==> config.mk <==
export PLATFORM = sky130hd
export DESIGN_NAME = dbpp_ctrl
export DESIGN_NICKNAME = d
export VERILOG_FILES = /design/src/hdl/dbpp_pkg.sv /design/src/hdl/dbpp_ctrl.sv
export SDC_FILE = /design/constraint.sdc
export NUM_CORES = 1
export LEC_CHECK = 0
export BUFFER_PORTS_ARGS = -buffer_cell sky130_fd_sc_hd__buf_2
export CAP_MARGIN = 20
export CORE_AREA = 2 2 39 41
export DETAILED_ROUTE_END_ITERATION = 8
export DIE_AREA = 0 0 41 43
export SLEW_MARGIN = 30
export SYNTH_ARGS = -nofsm -noshare
export SYNTH_HDL_FRONTEND = slang
export SYNTH_SLANG_ARGS = --single-unit
==> constraint.sdc <==
create_clock -name clk -period 1.3 [get_ports clk]
set_input_delay 0.065 -clock clk [delete_from_list [all_inputs] [get_ports clk]]
set_output_delay 0.065 -clock clk [all_outputs]
set_load 0.03 [all_outputs]
==> src/hdl/dbpp_pkg.sv <==
`timescale 1ns / 1ps

package dbpp_pkg;

	localparam int SCREEN_ROWS_DEF    = 256;
	localparam int SCREEN_COLUMNS_DEF = 256;

	// row * columns + column for 8-bit coordinates and up to 256 columns
	localparam int CALC_W = 17;
	// coordinate compared against a screen size of up to 256
	localparam int COORD_CMP_W = 9;

	localparam logic [1:0] OP_PORT_WRITE   = 2'd0;
	localparam logic [1:0] OP_PORT_READ    = 2'd1;
	localparam logic [1:0] OP_DISPLAY_READ = 2'd2;

	localparam logic [7:0] MODE_SET_PIXEL  = 8'd0;
	localparam logic [7:0] MODE_SWAP       = 8'd1;
	localparam logic [7:0] MODE_CLEAR      = 8'd2;
	localparam logic [7:0] MODE_READ_PIXEL = 8'd3;

	localparam logic [7:0] CNT_MODE   = 8'd0;
	localparam logic [7:0] CNT_ROW    = 8'd1;
	localparam logic [7:0] CNT_COLUMN = 8'd2;
	localparam logic [7:0] CNT_COLOR  = 8'd3;

	typedef enum logic [3:0] {
		ST_INIT,
		ST_IDLE,
		ST_PIX_WR,
		ST_BACK_RD,
		ST_BACK_DONE,
		ST_FRONT_RD,
		ST_FRONT_DONE,
		ST_COPY,
		ST_CLEAR
	} state_t;

	typedef struct packed {
		logic pix_wr;
		logic back_rd;
		logic front_rd;
		logic copy;
		logic clear;
	} dec_t;

	typedef struct packed {
		dec_t dec;
		logic sweep_last;
		logic out_free;
	} status_t;

	typedef struct packed {
		logic take;
		logic load_zero;
		logic pix_wr;
		logic back_rd;
		logic front_rd;
		logic load_back;
		logic load_front;
		logic copy_rd;
		logic clr_wr;
		logic init_wr;
		logic sweep_inc;
	} cmd_t;

endpackage

==> src/hdl/dbpp_ctrl.sv <==
`timescale 1ns / 1ps

module dbpp_ctrl (
	input  logic              clk,
	input  logic              arst_n,
	input  logic              in_valid,
	output logic              in_ready,
	input  dbpp_pkg::status_t sts,
	output dbpp_pkg::cmd_t    cmd
);

	dbpp_pkg::state_t state_q, state_nxt;

	always_ff @(posedge clk or negedge arst_n) begin
		if (!arst_n) begin
			state_q <= dbpp_pkg::ST_INIT;
		end else begin
			state_q <= state_nxt;
		end
	end

	always_comb begin
		state_nxt = state_q;
		cmd       = '0;
		in_ready  = 1'b0;
		unique case (state_q)
			dbpp_pkg::ST_INIT: begin
				// both buffers zeroed one entry a cycle
				cmd.init_wr   = 1'b1;
				cmd.sweep_inc = 1'b1;
				if (sts.sweep_last) begin
					state_nxt = dbpp_pkg::ST_IDLE;
				end
			end
			dbpp_pkg::ST_IDLE: begin
				in_ready = sts.out_free;
				if (in_valid && sts.out_free) begin
					cmd.take = 1'b1;
					if (sts.dec.back_rd) begin
						state_nxt = dbpp_pkg::ST_BACK_RD;
					end else if (sts.dec.front_rd) begin
						state_nxt = dbpp_pkg::ST_FRONT_RD;
					end else begin
						cmd.load_zero = 1'b1;
						if (sts.dec.pix_wr) begin
							state_nxt = dbpp_pkg::ST_PIX_WR;
						end else if (sts.dec.copy) begin
							state_nxt = dbpp_pkg::ST_COPY;
						end else if (sts.dec.clear) begin
							state_nxt = dbpp_pkg::ST_CLEAR;
						end
					end
				end
			end
			dbpp_pkg::ST_PIX_WR: begin
				cmd.pix_wr = 1'b1;
				state_nxt  = dbpp_pkg::ST_IDLE;
			end
			dbpp_pkg::ST_BACK_RD: begin
				cmd.back_rd = 1'b1;
				state_nxt   = dbpp_pkg::ST_BACK_DONE;
			end
			dbpp_pkg::ST_BACK_DONE: begin
				cmd.load_back = 1'b1;
				state_nxt     = dbpp_pkg::ST_IDLE;
			end
			dbpp_pkg::ST_FRONT_RD: begin
				cmd.front_rd = 1'b1;
				state_nxt    = dbpp_pkg::ST_FRONT_DONE;
			end
			dbpp_pkg::ST_FRONT_DONE: begin
				cmd.load_front = 1'b1;
				state_nxt      = dbpp_pkg::ST_IDLE;
			end
			dbpp_pkg::ST_COPY: begin
				cmd.copy_rd   = 1'b1;
				cmd.sweep_inc = 1'b1;
				if (sts.sweep_last) begin
					state_nxt = dbpp_pkg::ST_IDLE;
				end
			end
			dbpp_pkg::ST_CLEAR: begin
				cmd.clr_wr    = 1'b1;
				cmd.sweep_inc = 1'b1;
				if (sts.sweep_last) begin
					state_nxt = dbpp_pkg::ST_IDLE;
				end
			end
			default: begin
				state_nxt = dbpp_pkg::ST_INIT;
			end
		endcase
	end

endmodule

==> summary.txt <==
Status
  • Status: complete, but fails checks
  • Failing checks: negative setup slack

STA
  • Final Critical Period: between 1500 and 2000 ps
  • Worst hold margin: between 90 and 100 ps
  • Final period util: 1.17
  • Final Skew: 13.0 ps
  • Relative slew slack: 0.820
  • Final Hold Vio Count: 0
  • Max Clock Freq: 656 MHz
  • RSZ-0062 raised after global routing: true
  • Setup ws final: -224 ps
  • Final setup violation count: 15
  • Tightest Pin Transition: ~270 ps
  • Final Slew Violations: 0

Cells and area
  • Largest registers: state_q: 4 flops
  • Diodes inserted: 0
  • Commonest cells after routing, fill and taps aside: buf_6, buf_4, buf_2
  • Layout cells sized above 1: 0.758
  • Flip-flop count of the largest register after layout: 4
  • Final cell count without fillers: between 100 and 150
  • Most common cell after layout, fill and taps aside: buf_6
  • Util after Layout: 0.665
  • # nets final: 110
  • Area Growth Syn to Fin: 138%
  • Largest Register: state_q

Flow run
  • # Max-Cap Violations: 0

Yosys
  • Yosys warns: 0
  • Synth unique cells: 28
  • Synthesized netlist cell count: 51
  • Net Count, Synth: a little over 60
  • Post-Syn Area: roughly 390 um2
  • Mapped Avg Cell Area: between 7 and 8 um2
  • #FFs+latches synth: 4
  • Sequential-to-total area share from yosys stat: 0.259

Detailed routing
  • First-pass DRT Iterations: 4
  • Routed via count: approximately 560
  • Final wirelength: about 1500 um
  • DRC: 0
  • Iteration-0 DRC Markers: 6
  • DR vias/cell: between 4 and 5
  • Avg WL per Cell: roughly 13 um
  • Number of routed nets with antenna violations: 0

Placement
  • Dpl hpwl: a little over 900 um
  • Worst slack at placement: -109 ps
  • Dpl cells: 100
  • Port buffer count: 21
  • Final GP Congestion: about 0.84

Clock tree
  • Clk slew on worst S/H paths: roughly 50 ps
  • CTS tree: built
  • Clock sink count: 4
  • Clock Path Buffers: 2
  • CTS Root Buffer Type: clkbuf_4
  • H-tree depth: 1
  • Clock latency at the later pin of the worst-skew pair: between 200 and 250 ps
  • CTS buffer count: 3

Pwr
  • Leak: 0.451 nW
  • Design Power: 0.00214 W
  • VDD IR max: slightly above 1000 uV
  • Pwr Density: 2320 nW/um2

Worst setup path
  • CP delay by family, top: flip-flops
  • Reg2reg path depth: 5
  • Critical-path maximum fanout: 4
  • R2r setup slk: -110 ps
  • Req. time, crit path: around 1200 ps
  • R2R Path Start: state_q[0]
  • Worst setup EP type: output port
  • Reg2reg end: state_q[2]
  • CP cell instances: buf_4 > nor3_4 > buf_6 > and2_4 > buf_6
  • CP arrival: ~1500 ps
  • Critical path's largest stage delay: between 400 and 500 ps
  • Most used cell, CP: buf_6
  • CP bufs+invs: 3
  • Critical path's slowest cell: dfrtp_2
  • CP Class: reg -> out
  • CP Launch Type: flop

Floorplanning
  • Standard-cell rows: 14
  • Die ar.: 1760 um2
  • # IOs: 22
  • Core box area: about 1400 um2
  • Die width: between 40 and 50 um
  • Starting Density: 0.279
  • Die Y: around 43 um

GRT
  • Total global-route track usage: 0.166
  • Vias in the first global route: between 500 and 600
  • Global route overflow: 0
  • First-pass GRT wire length: just under 2000 um
  • Largest net degree at the start of global routing: 7
  • Initial antenna violation count: 0

Hold path
  • Kind of path behind the tightest hold check: in -> reg
  • Depth of the worst hold-timing path: 3
  • Hold_sp: sts[1]
  • Min-Delay Endpoint: state_q[0]
==> per-stage QoR <==
step / setup TNS (ps) / area (um2)
after detailed placement: -283 / 634
after global placement: -86.1 / 634
final: -1550 / 921
after floorplan: -483 / 420
after CTS: -1590 / 793
after global routing: -2380 / 921
==> worst max path at each step <==
stage	from	endpoint	slack, ps	cells after the start
after floorplan	state_q[1]	cmd[9]	-120	5
after global placement	state_q[1]	cmd[9]	-30	5
after detailed placement	state_q[2]	state_q[2]	-110	4
after global routing	state_q[0]	cmd[2]	-270	5
final	state_q[0]	cmd[2]	-220	5
after CTS	state_q[1]	cmd[9]	-220	5
==> final cells by class <==
class                           count  area [um2]
Fill cell                         110         463
Timing Repair Buffer               47         402
Multi-Input combinational cell     39         348
Sequential cell                     4         104
Clock buffer                        4        26.3
Inverter                            5        21.3
Tap cell                           16        20.0
==> synth_stat cells, drive strengths merged <==
cell type  count  share of area
nor3           6           0.11
inv            5          0.049
nand2          5          0.055
nor2           5          0.049
dfrtp          4           0.26
a21oi          3          0.039
and2           3          0.049
buf            2          0.026
o211ai         2          0.052
o21ai          2          0.026
o21bai         2          0.039
a2bb2o         1          0.026
a32o           1          0.026
and3           1          0.016
and4b          1          0.026
clkbuf         1         0.0097
maj3           1          0.026
nand2b         1          0.016
nor4           1          0.016
o211a          1          0.026
o21a           1          0.019
or2            1          0.016
or4            1          0.029
==> report_power, final <==
group          switching [W]  internal [W]
sequential         0.0000554      0.000176
clock              0.0000575      0.000116
combinational       0.000825      0.000908
total               0.000938       0.00120
==> worst register-to-register path: cells and delay by family (launching register included) <==
kind | cells | cell delay (ps)
buffers and inverters | 1 | 120
flip-flops | 1 | 420
AND/OR/NAND/NOR | 1 | 280
AO/OA/AOI/OAI | 3 | 460
==> what timing repair did <==
action | 4_1_cts | 5_1_grt
hold buffers | 1 | 0
resized for setup | 25 | 29
buffers inserted | 6 | 4
pin swaps | 6 | 9
setup endpoints to repair | 16 | 16
endpoints found under the hold margin | 4 | 0
==> cell families after synthesis <==
family                   after synthesis  synth area share
buffers and inverters                  8            0.0841
AND/OR/NAND/NOR                       25             0.379
adder cells (fa/ha/maj)                1            0.0259
flip-flops                             4             0.259
AO/OA/AOI/OAI                         13             0.252
==> layer usage <==
metal | up-vias | global-route usage | part of all wire
li1 | 279 | - | -
met1 | 263 | 0.180 | 0.39
met2 | 20 | 0.288 | 0.55
met3 | 2 | 0.0314 | 0.040
met4 | 0 | 0.0800 | 0.018
met5 | - | 0 | 0
No activity file was read; power rests on OpenSTA's default activity.
